### src/design/ctu_pkg.sv
// shared types, status codes and calendar table for the civil time to utc converter
package ctu_pkg;

    // result status
    typedef enum logic [1:0] {
        STATUS_OK        = 2'd0,
        STATUS_FIELD_BAD = 2'd1,
        STATUS_YEAR_BAD  = 2'd2,
        STATUS_NONPOS    = 2'd3
    } ctu_status_t;

    // timezone sign modes (other codes mean offset zero)
    localparam logic [1:0] ZONE_PLUS  = 2'd1;
    localparam logic [1:0] ZONE_MINUS = 2'd2;

    // field limits
    localparam logic [6:0] MONTH_MAX  = 7'd12;
    localparam logic [6:0] DAY_MAX    = 7'd31;
    localparam logic [6:0] HOUR_MAX   = 7'd23;
    localparam logic [6:0] MINUTE_MAX = 7'd59;
    localparam logic [6:0] SECOND_MAX = 7'd60;
    // accepted years, as offsets from 2000
    localparam logic [6:0] YY_MIN = 7'd24;
    localparam logic [6:0] YY_MAX = 7'd69;

    // every accepted year sits in era five: 5 * 146097 - 719468
    localparam logic [15:0] ERA_DAY_BASE = 16'd11017;
    localparam logic [15:0] DAYS_PER_YEAR = 16'd365;
    localparam logic [31:0] SECS_PER_DAY  = 32'd86400;
    localparam logic [16:0] SECS_PER_HOUR = 17'd3600;
    localparam logic [11:0] SECS_PER_MIN  = 12'd60;
    localparam logic signed [17:0] SECS_PER_QUARTER = 18'sd900;

    // input transaction
    typedef struct packed {
        logic [6:0] year_two_digit;
        logic [6:0] month_num;
        logic [6:0] day_num;
        logic [6:0] hour_num;
        logic [6:0] minute_num;
        logic [6:0] second_num;
        logic [1:0] zone_mode;
        logic [6:0] zone_magnitude;
    } ctu_in_t;

    // result transaction
    typedef struct packed {
        ctu_status_t       status_code;
        logic [31:0]       utc_seconds;
        logic signed [7:0] zone_quarter_hours;
    } ctu_out_t;

    // decoded reading, first pipeline stage
    typedef struct packed {
        ctu_status_t       status;
        logic [6:0]        yoe;
        logic [8:0]        doy;
        logic [16:0]       hour_sec;
        logic [11:0]       min_sec;
        logic signed [7:0] zq;
    } ctu_dec_t;

    // days from 1 march to the first of the month, (153 * mp + 2) / 5
    function automatic logic [8:0] month_offset(input logic [3:0] mon);
        logic [8:0] off;
        begin
            case (mon)
                4'd1:    off = 9'd306;
                4'd2:    off = 9'd337;
                4'd3:    off = 9'd0;
                4'd4:    off = 9'd31;
                4'd5:    off = 9'd61;
                4'd6:    off = 9'd92;
                4'd7:    off = 9'd122;
                4'd8:    off = 9'd153;
                4'd9:    off = 9'd184;
                4'd10:   off = 9'd214;
                4'd11:   off = 9'd245;
                4'd12:   off = 9'd275;
                default: off = 9'd0;
            endcase
            month_offset = off;
        end
    endfunction

endpackage

### src/design/ctu_decode.sv
// field checks, year window and first partial sums of the reading
module ctu_decode import ctu_pkg::*; (
    input  ctu_in_t  rd,
    output ctu_dec_t dec
);

    logic field_bad;
    logic year_bad;
    logic early_month;

    // range checks on the raw fields
    assign field_bad = (rd.month_num == 7'd0) || (rd.month_num > MONTH_MAX) ||
                       (rd.day_num == 7'd0) || (rd.day_num > DAY_MAX) ||
                       (rd.hour_num > HOUR_MAX) || (rd.minute_num > MINUTE_MAX) ||
                       (rd.second_num > SECOND_MAX);
    assign year_bad    = (rd.year_two_digit < YY_MIN) || (rd.year_two_digit > YY_MAX);
    assign early_month = (rd.month_num <= 7'd2);

    always_comb begin
        // status before the sign test
        if (field_bad) begin
            dec.status = STATUS_FIELD_BAD;
        end else if (year_bad) begin
            dec.status = STATUS_YEAR_BAD;
        end else begin
            dec.status = STATUS_OK;
        end

        // march-based year within the era and day within that year
        dec.yoe = rd.year_two_digit - {6'd0, early_month};
        dec.doy = month_offset(rd.month_num[3:0]) + {2'd0, rd.day_num} - 9'd1;

        // seconds of the day, split in two
        dec.hour_sec = 17'({10'd0, rd.hour_num} * SECS_PER_HOUR);
        dec.min_sec  = 12'({5'd0, rd.minute_num} * SECS_PER_MIN) + {5'd0, rd.second_num};

        // signed offset in quarter hours
        case (rd.zone_mode)
            ZONE_PLUS:  dec.zq = $signed({1'b0, rd.zone_magnitude});
            ZONE_MINUS: dec.zq = -$signed({1'b0, rd.zone_magnitude});
            default:    dec.zq = 8'sd0;
        endcase
    end

endmodule

### src/design/civil_time_to_utc_epoch_top.sv
// An accepted input passes decode, day count, seconds and result registers.
// Throughput: one transaction per cycle unless m_ready stalls; each stage has
// its own valid bit and advances whenever the stage after it is empty or
// moving, so a stalled result holds only as far back as the pipeline is full.
// Reset: synchronous, active low aresetn clears only the stage valid bits.
module civil_time_to_utc_epoch_top import ctu_pkg::*; (
    input  logic     aclk,
    input  logic     aresetn,
    input  logic     s_valid,
    output logic     s_ready,
    input  ctu_in_t  s_data,
    output logic     m_valid,
    input  logic     m_ready,
    output ctu_out_t m_data
);

    // stage valid bits
    logic v1_reg, v2_reg, v3_reg, v4_reg;
    logic rdy1, rdy2, rdy3, rdy4;

    // stage one: decoded reading
    ctu_dec_t dec_next;
    ctu_dec_t dec_reg;

    // stage two: day count, time of day, zone seconds
    ctu_status_t       st2_reg;
    logic [15:0]       days_reg, days_next;
    logic [16:0]       tod_reg, tod_next;
    logic signed [17:0] zsec_reg, zsec_next;
    logic signed [7:0] zq2_reg;

    // stage three: seconds of whole days and the net seconds inside the day
    ctu_status_t        st3_reg;
    logic [31:0]        dsec_reg, dsec_next;
    logic signed [18:0] net_reg, net_next;
    logic signed [7:0]  zq3_reg;

    // stage four: result register
    ctu_out_t           out_reg, out_next;
    logic signed [33:0] utc_sum;

    // ready ripples back from the result side
    assign rdy4    = !v4_reg || m_ready;
    assign rdy3    = !v3_reg || rdy4;
    assign rdy2    = !v2_reg || rdy3;
    assign rdy1    = !v1_reg || rdy2;
    assign s_ready = rdy1;
    assign m_valid = v4_reg;
    assign m_data  = out_reg;

    ctu_decode u_decode (
        .rd  (s_data),
        .dec (dec_next)
    );

    // day count and second-level partial sums
    always_comb begin
        days_next = ERA_DAY_BASE + 16'({9'd0, dec_reg.yoe} * DAYS_PER_YEAR)
                  + {11'd0, dec_reg.yoe[6:2]} + {7'd0, dec_reg.doy};
        tod_next  = dec_reg.hour_sec + {5'd0, dec_reg.min_sec};
        zsec_next = 18'(dec_reg.zq * SECS_PER_QUARTER);
    end

    // whole days to seconds, offset taken off the time of day
    always_comb begin
        dsec_next = 32'({16'd0, days_reg} * SECS_PER_DAY);
        net_next  = $signed({2'b00, tod_reg}) - 19'(zsec_reg);
    end

    // final sum, sign test and masking of rejected readings
    always_comb begin
        utc_sum  = $signed({2'b00, dsec_reg}) + 34'(net_reg);
        out_next = '0;
        if (st3_reg != STATUS_OK) begin
            out_next.status_code = st3_reg;
        end else if (utc_sum[33] || (utc_sum == 34'sd0)) begin
            out_next.status_code = STATUS_NONPOS;
        end else begin
            out_next.status_code        = STATUS_OK;
            out_next.utc_seconds        = utc_sum[31:0];
            out_next.zone_quarter_hours = zq3_reg;
        end
    end

    // valid bits
    always_ff @(posedge aclk) begin
        if (!aresetn) begin
            v1_reg <= 1'b0;
            v2_reg <= 1'b0;
            v3_reg <= 1'b0;
            v4_reg <= 1'b0;
        end else begin
            if (rdy1) begin
                v1_reg <= s_valid;
            end
            if (rdy2) begin
                v2_reg <= v1_reg;
            end
            if (rdy3) begin
                v3_reg <= v2_reg;
            end
            if (rdy4) begin
                v4_reg <= v3_reg;
            end
        end
    end

    // payload registers
    always_ff @(posedge aclk) begin
        if (rdy1) begin
            dec_reg <= dec_next;
        end
        if (rdy2) begin
            st2_reg  <= dec_reg.status;
            days_reg <= days_next;
            tod_reg  <= tod_next;
            zsec_reg <= zsec_next;
            zq2_reg  <= dec_reg.zq;
        end
        if (rdy3) begin
            st3_reg  <= st2_reg;
            dsec_reg <= dsec_next;
            net_reg  <= net_next;
            zq3_reg  <= zq2_reg;
        end
        if (rdy4) begin
            out_reg <= out_next;
        end
    end

endmodule

### config.mk
export PLATFORM = sky130hd
export DESIGN_NAME = civil_time_to_utc_epoch_top
export DESIGN_NICKNAME = d
export VERILOG_FILES = /design/src/design/ctu_pkg.sv /design/src/design/ctu_decode.sv /design/src/design/civil_time_to_utc_epoch_top.sv
export SDC_FILE = /design/constraint.sdc
export NUM_CORES = 1
export LEC_CHECK = 0
export ABC_AREA = 1
export BUFFER_PORTS_ARGS = -buffer_cell sky130_fd_sc_hd__clkbuf_2
export CAP_MARGIN = 20
export CORE_MARGIN = 2
export CORE_UTILIZATION = 60
export DETAILED_ROUTE_END_ITERATION = 7
export MAX_ROUTING_LAYER = met4
export PLACE_DENSITY_LB_ADDON = 0.1
export RECOVER_POWER = 25
export SLEW_MARGIN = 0
export SYNTH_ARGS = -nofsm -noshare
export SYNTH_HDL_FRONTEND = slang
export SYNTH_SLANG_ARGS = --single-unit
### constraint.sdc
create_clock -name aclk -period 13.72 [get_ports aclk]
set_input_delay 2.058 -clock aclk [delete_from_list [all_inputs] [get_ports aclk]]
set_output_delay 2.058 -clock aclk [all_outputs]
set_load 0.02 [all_outputs]
* Word-level counts from Yosys, hierarchy flattened *
Memories as Yosys holds them, arrays and structs flattened.
Cells that the tools add are included.

storage, ports and cells
  word-level logic and storage cells = 74
  ROM bits = 144
  output and inout port bits = 44
  register bits after elaboration = 210
  memories = 1
  bits of input ports = 55

cells by class
  multiplexer cells = 4
  $lt $le $gt $ge = 8
  multipliers = 5
  reductions and logical operators = 21
  add/subtract/negate cells = 11
  equality and inequality tests = 2

memory list
  memory           words  bits a word  rd ports  clocked after memory_dff  wr ports  line           text
  (no name shown)  16     9            1         0                         0         ctu_pkg.sv:67  case (mon)

operators with widths
  kind                                                                              count
  33-bit by 19-bit adder with 34-bit output                                         1
  34-bit zero test                                                                  1
  16-bit by 10-bit multiplier with 25-bit output, second input constant             1
  18-bit by 18-bit subtractor with 19-bit output                                    1
  17-bit by 12-bit adder with 17-bit output                                         1
  14-bit by 16-bit adder with 16-bit output, first input constant                   1
  16-bit by 5-bit adder with 16-bit output                                          1
  16-bit by 9-bit adder with 16-bit output                                          1
  7-bit by 9-bit multiplier with 16-bit output, second input constant               1
  8-bit by 9-bit multiplier with 16-bit output, second input constant               1
  8-bit one-hot mux with 2 select lines                                             1
  7-bit by 5-bit greater-than comparator with 1-bit output, second input constant   2
  7-bit by 6-bit greater-than comparator with 1-bit output, second input constant   2
  7-bit zero test                                                                   2
  7-bit by 8-bit multiplier with 13-bit output, second input constant               1
  12-bit by 7-bit adder with 12-bit output                                          1
  1-bit logical OR                                                                  12
  7-bit by 4-bit multiplier with 10-bit output, second input constant               1
  9-bit by 7-bit adder with 9-bit output                                            1
  9-bit by 1-bit subtractor with 9-bit output, second input constant                1
  7-bit negation with 8-bit output                                                  1
  7-bit by 4-bit greater-than comparator with 1-bit output, second input constant   1
  7-bit greater-than comparator, second input constant                              1
  7-bit by 2-bit less-or-equal comparator with 1-bit output, second input constant  1
  other kinds (8)                                                                   13

* Depth between registers and ports, before layout *
Gate-level depths: netlist (run 1).

  depth in word-level cells = 7
  gate-level depth with buffers = 19
  mapped depth without buffers = 19

* By module *
A second synthesis (run 1) with hierarchy kept.

second synthesis, totals
  cells, all modules = 1959
  area, all modules = 18352.6 um^2

modules (own cells, without submodules)
  module                       seq. area each (um^2)  cells each  instances  area an instance (um^2)
  civil_time_to_utc_epoch_top  6236.0                 1525        1          15356.0
  ctu_decode                   0.0                    434         1          2996.6

* Worst setup path before layout (run 1) *
No wires, ideal clock.

  path type = input to output
  start point = input port m_ready
  end point = output port s_ready
  arrival = 5.626 ns
  data required time = 11.662 ns
  buffers on the path = 0
  path slack = 6.036 ns
  stages on the path = 6
  cells stage by stage = nor2_1 > inv_1 > nor2_1 > inv_1 > nor2_1 > nand2_1

on the way
  cells in the longest elaborated chain, start to end = 4

RTL lines
  what              line                               text
  from (decl)       civil_time_to_utc_epoch_top.sv:13  input logic m_ready,
  1-bit logical OR  civil_time_to_utc_epoch_top.sv:43  assign rdy4 = !v4_reg || m_ready;
  via rdy4          civil_time_to_utc_epoch_top.sv:19  logic rdy1, rdy2, rdy3, rdy4;
  1-bit logical OR  civil_time_to_utc_epoch_top.sv:44  assign rdy3 = !v3_reg || rdy4;
  via rdy3          civil_time_to_utc_epoch_top.sv:19
  1-bit logical OR  civil_time_to_utc_epoch_top.sv:45  assign rdy2 = !v2_reg || rdy3;
  1-bit logical OR  civil_time_to_utc_epoch_top.sv:46  assign rdy1 = !v1_reg || rdy2;
  to (decl)         civil_time_to_utc_epoch_top.sv:10  output logic s_ready,

The timed path passes the listed nets, and every way through them passes these cells.

* Worst setup path in the final report (run 1) *
Ends and elaborated chain as after synthesis.

==> results of run 1 <==
-- worst max-delay path by stage --
stage	cells after the start	to	slack [ps]
floorplan	6	s_ready	6040
global placement	10	s_ready	7730
detailed placement	10	s_ready	7700
CTS	10	s_ready	7700
global route	10	s_ready	7500
finish	10	s_ready	7760
-- cell type report --
class,count,share of cell area (%)
Clock inverter,15,0.867
Clock buffer,26,3.04
Inverter,403,7.83
Multi-Input combinational cell,1246,51.5
Sequential cell,205,31.6
Timing Repair Buffer,102,2.62
Tap cell,384,2.49
-- layer usage --
metal	part of all wire, %	wire length [µm]	global-route usage, %	vias up
li1	-	-	-	6331
met1	46	14500	28.3	5640
met2	49	15400	38.0	198
met3	3.0	950	2.19	49
met4	2.1	653	4.96	0
met5	0	0	-	-
-- synth_stat cells (12+ instances only) --
master,n,area (µm²)
sky130_fd_sc_hd__fa_1,87,1740
sky130_fd_sc_hd__ha_1,303,3790
sky130_fd_sc_hd__nand3_1,61,305
sky130_fd_sc_hd__nand2_1,284,1070
sky130_fd_sc_hd__a21o_1,12,90.1
sky130_fd_sc_hd__o21ai_0,39,195
sky130_fd_sc_hd__xor2_1,74,648
sky130_fd_sc_hd__nor3_1,21,105
sky130_fd_sc_hd__edfxtp_1,201,6040
sky130_fd_sc_hd__nand4_1,17,106
sky130_fd_sc_hd__xnor2_1,37,324
sky130_fd_sc_hd__nor2_1,123,462
sky130_fd_sc_hd__inv_1,402,1510
sky130_fd_sc_hd__a21oi_1,110,551
-- cells by family after synthesis --
logic type                 count (synthesis)
and+or+nand+nor                          537
AOI/OAI and AO/OA                        208
DFF                                      205
adders and majority gates                390
buffers and inverters                    408
xor gates and xnor gates                 111
-- stage by stage --
| step | cell area [µm²] | instances | utilization, % | setup WS [ps] |
|---|---|---|---|---|
| floorplan | 17600 | 1859 | - | 6040 |
| global placement | 18600 | 2340 | 64.4 | 7730 |
| detailed placement | 18600 | 2340 | 64.4 | 7700 |
| CTS | 19300 | 2381 | 67.0 | 7700 |
| global route | 19300 | 2381 | 67.0 | 7500 |
| finish | 19300 | 2381 | 67.0 | 7760 |
-- cells in the final DEF (no fill, tap or decap), drive strengths merged, types with 4 or more instances in the layout --
cell	n
nand2	286
xnor2	37
inv	404
o22ai	4
a21oi	110
nand3	64
xor2	74
a31oi	8
nand4	17
edfxtp	201
dfxtp	4
o21ai	40
a21o	12
fa	87
ha	303
o21bai	11
nor3	21
nor2	134
clkbuf	125
nand3b	10
clkinv	11
==> tab_implementation.tex, run 1 <==
\begin{tabular}{lr}
\hline
Metric & Value \\
\hline
\multicolumn{2}{l}{\textbf{Global routing}} \\
\quad Largest net degree at the start of global routing & 57 \\
\quad Global-route wire length before repair & 54.3 mm \\
\quad Congestion Overflow GR & 0 \\
\quad GRT Util Overall & 22.0\% \\
\quad Vias in the first global route & 12100 \\
\quad Number of antenna violations at the first check in global routing & 0 \\
\multicolumn{2}{l}{\textbf{Clocking}} \\
\quad Post-CTS clock slew at the launch and capture registers of the worst setup and hold paths & 60 ps \\
\quad Clock tree from TritonCTS & done \\
\quad Hold Buf Count CTS & 0 \\
\quad Worst-Skew Late Latency & 530 ps \\
\quad Total clock buffers created by CTS & 23 \\
\quad Number of buffers on the longest clock path & 3 \\
\quad Number of H-tree levels & 1 \\
\quad Post-CTS setup buffer count & 0 \\
\quad Root buf cell & sky130\_fd\_sc\_hd\_\_clkbuf\_16 \\
\quad \# resized after CTS & 0 \\
\quad Clk sink count & 205 \\
\multicolumn{2}{l}{\textbf{Synth}} \\
\quad Cell count after synthesis & 1859 \\
\quad Dominant combinational cell family by area after synthesis & adder cells \\
\quad Summed instance area of the synthesized netlist & 17600 µm² \\
\quad Commonest register cell after synthesis & sky130\_fd\_sc\_hd\_\_edfxtp\_1 \\
\quad Count of cell types in the netlist & 42 \\
\quad Mux cell area share after synthesis & 0\% \\
\quad Simple-gate portion of the synthesized area & 12.9\% \\
\quad Post-Synth Adder-Cell Area & 31.4\% \\
\quad Share of the synthesized area in compound gates (AO/OA/AOI/OAI) & 6.72\% \\
\quad FF+latch count, synth & 205 \\
\quad Count of warnings emitted by yosys & 0 \\
\quad Number of flops mapped to enable cells by yosys & 201 \\
\quad Post-Synth XOR/XNOR Area & 5.51\% \\
\quad Fraction of registers with async set/reset & 0\% \\
\quad Sequential share of the synthesized area & 34.7\% \\
\quad Syn\_nets & 2304 \\
\quad Post-synthesis area per instance & 9.49 µm² \\
\multicolumn{2}{l}{\textbf{Route}} \\
\quad DRC violation count after routing & 0 \\
\quad DRT Pass-1 Iters & 5 \\
\quad Detail-routed net length per standard cell & 13.2 µm \\
\quad Via total after detailed routing & 12200 \\
\quad First-iteration detailed-routing DRC count & 479 \\
\quad Total wire length & 31.5 mm \\
\quad Post-DR vias/cell & 5.13 \\
\quad ANT nets after route & 0 \\
\multicolumn{2}{l}{\textbf{Die}} \\
\quad Row Count & 62 \\
\quad Initial core utilization & 61.1\% \\
\quad Y dimension of the die & 175 µm \\
\quad Die Footprint & 30800 µm² \\
\quad Core region area & 28900 µm² \\
\quad \# IOs & 99 \\
\quad Die extent in x & 175 µm \\
\multicolumn{2}{l}{\textbf{Setup path}} \\
\quad Buffers \& Inverters on Critical Path & 6 \\
\quad Critical Path RT & 11660 ps \\
\quad Series of cell instances along the critical path & clkbuf\_2 -> nor2\_1 -> inv\_1 -> nor2\_1 -> inv\_2 -> buf\_4 -> nor2\_1 -> nand2\_2 -> buf\_4 -> clkbuf\_2 \\
\quad Biggest cell delay along the critical path & 510 ps \\
\quad R2R Path Start & days\_reg[1] \\
\quad Top fanout value on the critical path & 56 \\
\quad End of the worst register-to-register path & dsec\_reg[30] \\
\quad Critical Setup Path Class & input pin to output pin \\
\quad Data arrival time of the worst path & 3900 ps \\
\quad Number of cells on the worst reg-to-reg path & 17 \\
\quad Setup slack of the most critical reg-to-reg path & 9080 ps \\
\quad Dominant cell type by count on the critical path & sky130\_fd\_sc\_hd\_\_nor2\_1 \\
\quad Beginning of the critical path & m\_ready \\
\quad Worst setup EP type & output pin \\
\quad Startpoint type of the worst setup path & input pin \\
\quad Slowest CP cell & sky130\_fd\_sc\_hd\_\_buf\_4 \\
\quad Gate family responsible for the most delay along the worst path & buffers and inverters \\
\multicolumn{2}{l}{\textbf{Hold path}} \\
\quad Instance count along the most critical hold path & 0 \\
\quad Worst Min Path Start & dec\_reg[8] \\
\quad Class of the tightest hold or removal check & flop to flop \\
\quad Worst Hold Endpoint & tod\_reg[0] \\
\multicolumn{2}{l}{\textbf{STA}} \\
\quad Unrepaired setup endpoints after global routing & false \\
\quad Final setup skew & 22.6 ps \\
\quad Final hold violation count & 0 \\
\quad Min Tclk post-route & 5960 ps \\
\quad Tightest hold margin & 422 ps \\
\quad Slew Viols, Final & 44 \\
\quad Period Utilization, post-route & 43.4\% \\
\quad Final setup viols & 0 \\
\quad Max Clock Freq & 0.168 GHz \\
\quad Actual slew at the worst max-slew pin & 2110 ps \\
\quad Relative max-transition margin & -40.6\% \\
\quad Sum of negative setup slack & 0 ps \\
\multicolumn{2}{l}{\textbf{Finish}} \\
\quad Layout net count & 2426 \\
\quad Number of filler cells placed in the layout & 2319 \\
\quad Max reg flops & 51 \\
\quad Ratio of cells with drive above 1 in the final layout & 7.36\% \\
\quad Area occupied by multi-input gates & 9960 µm² \\
\quad Sequential Area & 6120 µm² \\
\quad Area Overhead vs Synth & 9.57\% \\
\quad \# diodes & 0 \\
\multicolumn{2}{l}{\textbf{Placed design}} \\
\quad Buffers on Ports & 98 \\
\quad Global placement routability congestion & 0.878 \\
\quad Post-detailed-placement half-perimeter wirelength & 26.4 mm \\
\multicolumn{2}{l}{\textbf{Status}} \\
\quad Run status & finished, violations left \\
\quad Violated checks & max-capacitance violations, max-slew violations \\
\multicolumn{2}{l}{\textbf{Run}} \\
\quad Reported max-cap violation count & 1 \\
\hline
\end{tabular}
Power of run 1 is left out: the tool's default activity adds up to more than one toggle a clock period on the data nets, which glitch-free logic cannot reach.
==> inputs of run 2 (changes only) <==
--- a/config.mk
+++ b/config.mk
@@ -5,7 +5,7 @@
 export SDC_FILE = /design/constraint.sdc
 export NUM_CORES = 1
 export LEC_CHECK = 0
-export ABC_AREA = 1
+export ABC_AREA = 0
 export BUFFER_PORTS_ARGS = -buffer_cell sky130_fd_sc_hd__clkbuf_2
 export CAP_MARGIN = 20
 export CORE_MARGIN = 2
==> constraint.sdc (replaced) <==
create_clock -name aclk -period 5.5 [get_ports aclk]
set_input_delay 0.825 -clock aclk [delete_from_list [all_inputs] [get_ports aclk]]
set_output_delay 0.825 -clock aclk [all_outputs]
set_load 0.02 [all_outputs]
==> run 2 against run 1 <==
Compared with the run above: the run still ends with max-capacitance violations, max-slew violations left; non-clock buffer count grew 4; sequential cell count unchanged; sequential share of layout area is 0.15 points higher; design area decreased by 0.48%; worst setup slack worse by 7300 ps; synthesized cell count fell by 14%; die area decreased by 0.23%; wire length decreased by 2.2%; largest cell class unchanged.
==> tab_implementation.tex, run 2 <==
\begin{tabular}{lr}
\hline
Metric & Value \\
\hline
\multicolumn{2}{l}{\textbf{Setup path}} \\
\quad Critical Path RT & 5770 ps (-5890 ps) \\
\quad Series of cell instances along the critical path & inv\_1 -> fa\_1 -> inv\_1 -> ha\_1 -> ha\_1 -> fa\_1 -> inv\_1 -> fa\_1 -> inv\_1 -> ha\_1 -> a31oi\_2 -> o21bai\_1 -> a21oi\_2 -> o21bai\_1 -> a2111oi\_2 -> buf\_4 -> nor3\_1 -> or3\_1 -> a21oi\_1 -> xnor2\_1 \\
\quad Top fanout value on the critical path & 3 (-95\%) \\
\quad Startpoint type of the worst setup path & flop \\
\quad Data arrival time of the worst path & 5360 ps (+1460 ps) \\
\quad Instance count on the critical path & 20 (+10) \\
\quad Setup slack of the most critical reg-to-reg path & 420 ps (-8660 ps) \\
\quad Beginning of the critical path & dec\_reg[46] \\
\quad Buffers \& Inverters on Critical Path & 5 (-1) \\
\quad R2R Path Start & dec\_reg[46] \\
\quad Dominant cell type by count on the critical path & sky130\_fd\_sc\_hd\_\_inv\_1 \\
\quad Critical Setup Path Class & flop to flop \\
\quad Biggest cell delay along the critical path & 530 ps (+20 ps) \\
\quad Worst setup EP type & flop \\
\quad Number of cells on the worst reg-to-reg path & 20 (+3) \\
\quad Slowest CP cell & sky130\_fd\_sc\_hd\_\_fa\_1 \\
\quad Gate family responsible for the most delay along the worst path & adder cells \\
\multicolumn{2}{l}{\textbf{Synth}} \\
\quad Syn\_nets & 2052 (-11\%) \\
\quad Area leader, netlist & sky130\_fd\_sc\_hd\_\_edfxtp\_1 \\
\quad FF+latch count, synth & 205 (unchanged) \\
\quad Sequential share of the synthesized area & 34.8\% (+0.081 points) \\
\quad Count of warnings emitted by yosys & 0 (unchanged) \\
\quad Most instantiated cells after synthesis & sky130\_fd\_sc\_hd\_\_ha\_1 (303), sky130\_fd\_sc\_hd\_\_inv\_1 (279), sky130\_fd\_sc\_hd\_\_edfxtp\_1 (201), sky130\_fd\_sc\_hd\_\_a21oi\_1 (94), sky130\_fd\_sc\_hd\_\_fa\_1 (87) \\
\quad Post-synthesis area per instance & 11.0 µm² (+15\%) \\
\quad Commonest register cell after synthesis & sky130\_fd\_sc\_hd\_\_edfxtp\_1 \\
\quad Cell count after synthesis & 1607 (-14\%) \\
\quad Cell with the most instances after synthesis & sky130\_fd\_sc\_hd\_\_ha\_1 \\
\quad Top cell type's share of synthesized area & 34.3\% (+0.080 points) \\
\quad Number of flops mapped to enable cells by yosys & 201 (unchanged) \\
\quad Summed instance area of the synthesized netlist & 17600 µm² (-0.23\%) \\
\quad Fraction of registers with async set/reset & 0\% (unchanged) \\
\quad Largest cells by area after synthesis & sky130\_fd\_sc\_hd\_\_edfxtp\_1 (34\%), sky130\_fd\_sc\_hd\_\_ha\_1 (22\%), sky130\_fd\_sc\_hd\_\_fa\_1 (9.9\%) \\
\quad Count of cell types in the netlist & 79 (+88\%) \\
\multicolumn{2}{l}{\textbf{Global routing}} \\
\quad Global-route wire length before repair & 52.8 mm (-2.8\%) \\
\quad Vias in the first global route & 11400 (-5.9\%) \\
\quad Largest net degree at the start of global routing & 55 (-3.5\%) \\
\quad Congestion Overflow GR & 0 (unchanged) \\
\quad GRT Util Overall & 21.4\% (-0.63 points) \\
\quad Number of antenna violations at the first check in global routing & 0 (unchanged) \\
\multicolumn{2}{l}{\textbf{STA}} \\
\quad Actual slew at the worst max-slew pin & 2790 ps (+681 ps) \\
\quad Max Clock Freq & 0.197 GHz \\
\quad Final hold violation count & 0 (unchanged) \\
\quad Slew Viols, Final & 98 (+120\%) \\
\quad Min Tclk post-route & 5080 ps \\
\quad Unrepaired setup endpoints after global routing & false \\
\quad Sum of negative setup slack & 0 ps (unchanged) \\
\quad Period Utilization, post-route & 92.4\% \\
\quad Relative max-transition margin & -86.0\% (-45 points) \\
\quad Final setup viols & 0 (unchanged) \\
\quad Final setup skew & 8.95 ps (-13.6 ps) \\
\multicolumn{2}{l}{\textbf{Clocking}} \\
\quad Number of H-tree levels & 1 (unchanged) \\
\quad Clock tree from TritonCTS & done \\
\quad Root buf cell & sky130\_fd\_sc\_hd\_\_clkbuf\_16 \\
\quad Post-CTS setup buffer count & 0 (unchanged) \\
\quad Clk sink count & 205 (unchanged) \\
\quad Total clock buffers created by CTS & 23 (unchanged) \\
\quad Worst-Skew Late Latency & 520 ps (about the same) \\
\quad Number of buffers on the longest clock path & 3 (unchanged) \\
\quad Post-CTS clock slew at the launch and capture registers of the worst setup and hold paths & 60 ps (about the same) \\
\multicolumn{2}{l}{\textbf{Die}} \\
\quad Initial core utilization & 61.2\% (about the same) \\
\quad Die Footprint & 30700 µm² (-0.23\%) \\
\quad Row Count & 62 (unchanged) \\
\quad Y dimension of the die & 175 µm (-0.11\%) \\
\quad Die extent in x & 175 µm (-0.11\%) \\
\quad \# IOs & 99 (unchanged) \\
\quad Core region area & 28800 µm² (-0.27\%) \\
\multicolumn{2}{l}{\textbf{Hold path}} \\
\quad Worst Min Path Start & zq2\_reg[5] \\
\quad Instance count along the most critical hold path & 0 (unchanged) \\
\quad Class of the tightest hold or removal check & flop to flop \\
\multicolumn{2}{l}{\textbf{Placed design}} \\
\quad Placed instance area & 18500 µm² (-0.53\%) \\
\quad Buffers on Ports & 98 (unchanged) \\
\quad Number of placed instances with taps included & 2079 (-11\%) \\
\quad Global placement routability congestion & 0.904 (+3.0\%) \\
\quad Post-detailed-placement half-perimeter wirelength & 25.4 mm (-3.7\%) \\
\multicolumn{2}{l}{\textbf{Finish}} \\
\quad Final standard cell utilization of the core & 66.8\% (-0.14 points) \\
\quad Layout net count & 2166 (-11\%) \\
\quad \# diodes & 0 (unchanged) \\
\quad Max reg flops & 51 (unchanged) \\
\quad Number of filler cells placed in the layout & 2276 (-1.9\%) \\
\quad Ratio of cells with drive above 1 in the final layout & 10.7\% (+3.3 points) \\
\quad Most frequent standard cell in the layout excluding fill and tap cells & sky130\_fd\_sc\_hd\_\_ha\_1 \\
\quad Commonest non-fill, non-tap cells in the layout & sky130\_fd\_sc\_hd\_\_ha\_1 (303), sky130\_fd\_sc\_hd\_\_inv\_1 (278), sky130\_fd\_sc\_hd\_\_edfxtp\_1 (201) \\
\quad Count of non-filler cells in the finished layout & 2120 (-11\%) \\
\quad Area Overhead vs Synth & 9.30\% \\
\quad Final design area excluding fillers & 19200 µm² (-0.48\%) \\
\multicolumn{2}{l}{\textbf{Status}} \\
\quad Violated checks & max-capacitance violations, max-slew violations \\
\quad Run status & finished, violations left \\
\multicolumn{2}{l}{\textbf{Route}} \\
\quad Detail-routed net length per standard cell & 14.5 µm (+9.8\%) \\
\quad DRT Pass-1 Iters & 5 (unchanged) \\
\quad Post-DR vias/cell & 5.43 (+5.8\%) \\
\quad First-iteration detailed-routing DRC count & 597 (+25\%) \\
\quad Total wire length & 30.8 mm (-2.2\%) \\
\quad Via total after detailed routing & 11500 (-5.8\%) \\
\quad DRC violation count after routing & 0 (unchanged) \\
\quad ANT nets after route & 0 (unchanged) \\
\multicolumn{2}{l}{\textbf{Run}} \\
\quad Reported max-cap violation count & 2 (+1) \\
\hline
\end{tabular}
run 2: final timing paths:
path | endpoint
setup / recovery | days_reg[14]
hold / removal | zq3_reg[5]
setup reg to reg | days_reg[14]
hold reg to reg | zq3_reg[5]
run 2: worst reg2reg max path, delay by kind of cell (launching register included):
family,cells,cell delay [ps]
flops,1,390
xor+xnor,1,80
compound gates,6,1120
fa+ha+maj,6,2440
simple gates,2,410
buf+inv,5,380
run 2: final cells by class:
type                       instances  area [µm²]  area share [%]
timing repair buffer             106         538            2.80
tap                              384         480            2.50
multi-input combinational       1106       10300            53.7
clock inverter                    11         134           0.696
clock buffer                      29         598            3.11
sequential                       205        6120            31.8
inverter                         279        1050            5.44
run 2: kinds of logic after synthesis:
kind of cell               share of synthesized area, %
AOI/OAI and AO/OA                                  10.9
DFF                                                34.8
muxes                                             0.178
adders and majority gates                          31.4
and+or+nand+nor                                    10.2
buffers and inverters                              6.73
xor gates and xnor gates                           5.77
run 2: timing repair:
item	4_1_cts	5_1_grt
hold buffers	0	0
gates resized for setup	0	4
setup endpoints to repair	0	2
run 2: metal layers:
layer  GRT usage, %  vias up  wire (µm)
li1               -     5879          -
met1           28.1     5356      14000
met2           35.8      222      14800
met3           2.25       53       1340
met4           5.35        0        618
met5              -        -          0
run 2: stage by stage:
step / hold WS [ps] / setup WS (ps)
2_1_floorplan: 400 / 411
3_3_place_gp: 403 / 301
3_5_place_dp: 405 / 212
4_1_cts: 419 / 177
5_1_grt: 435 / 11.5
6_report: 419 / 415
Power of run 2 is left out for the same reason.
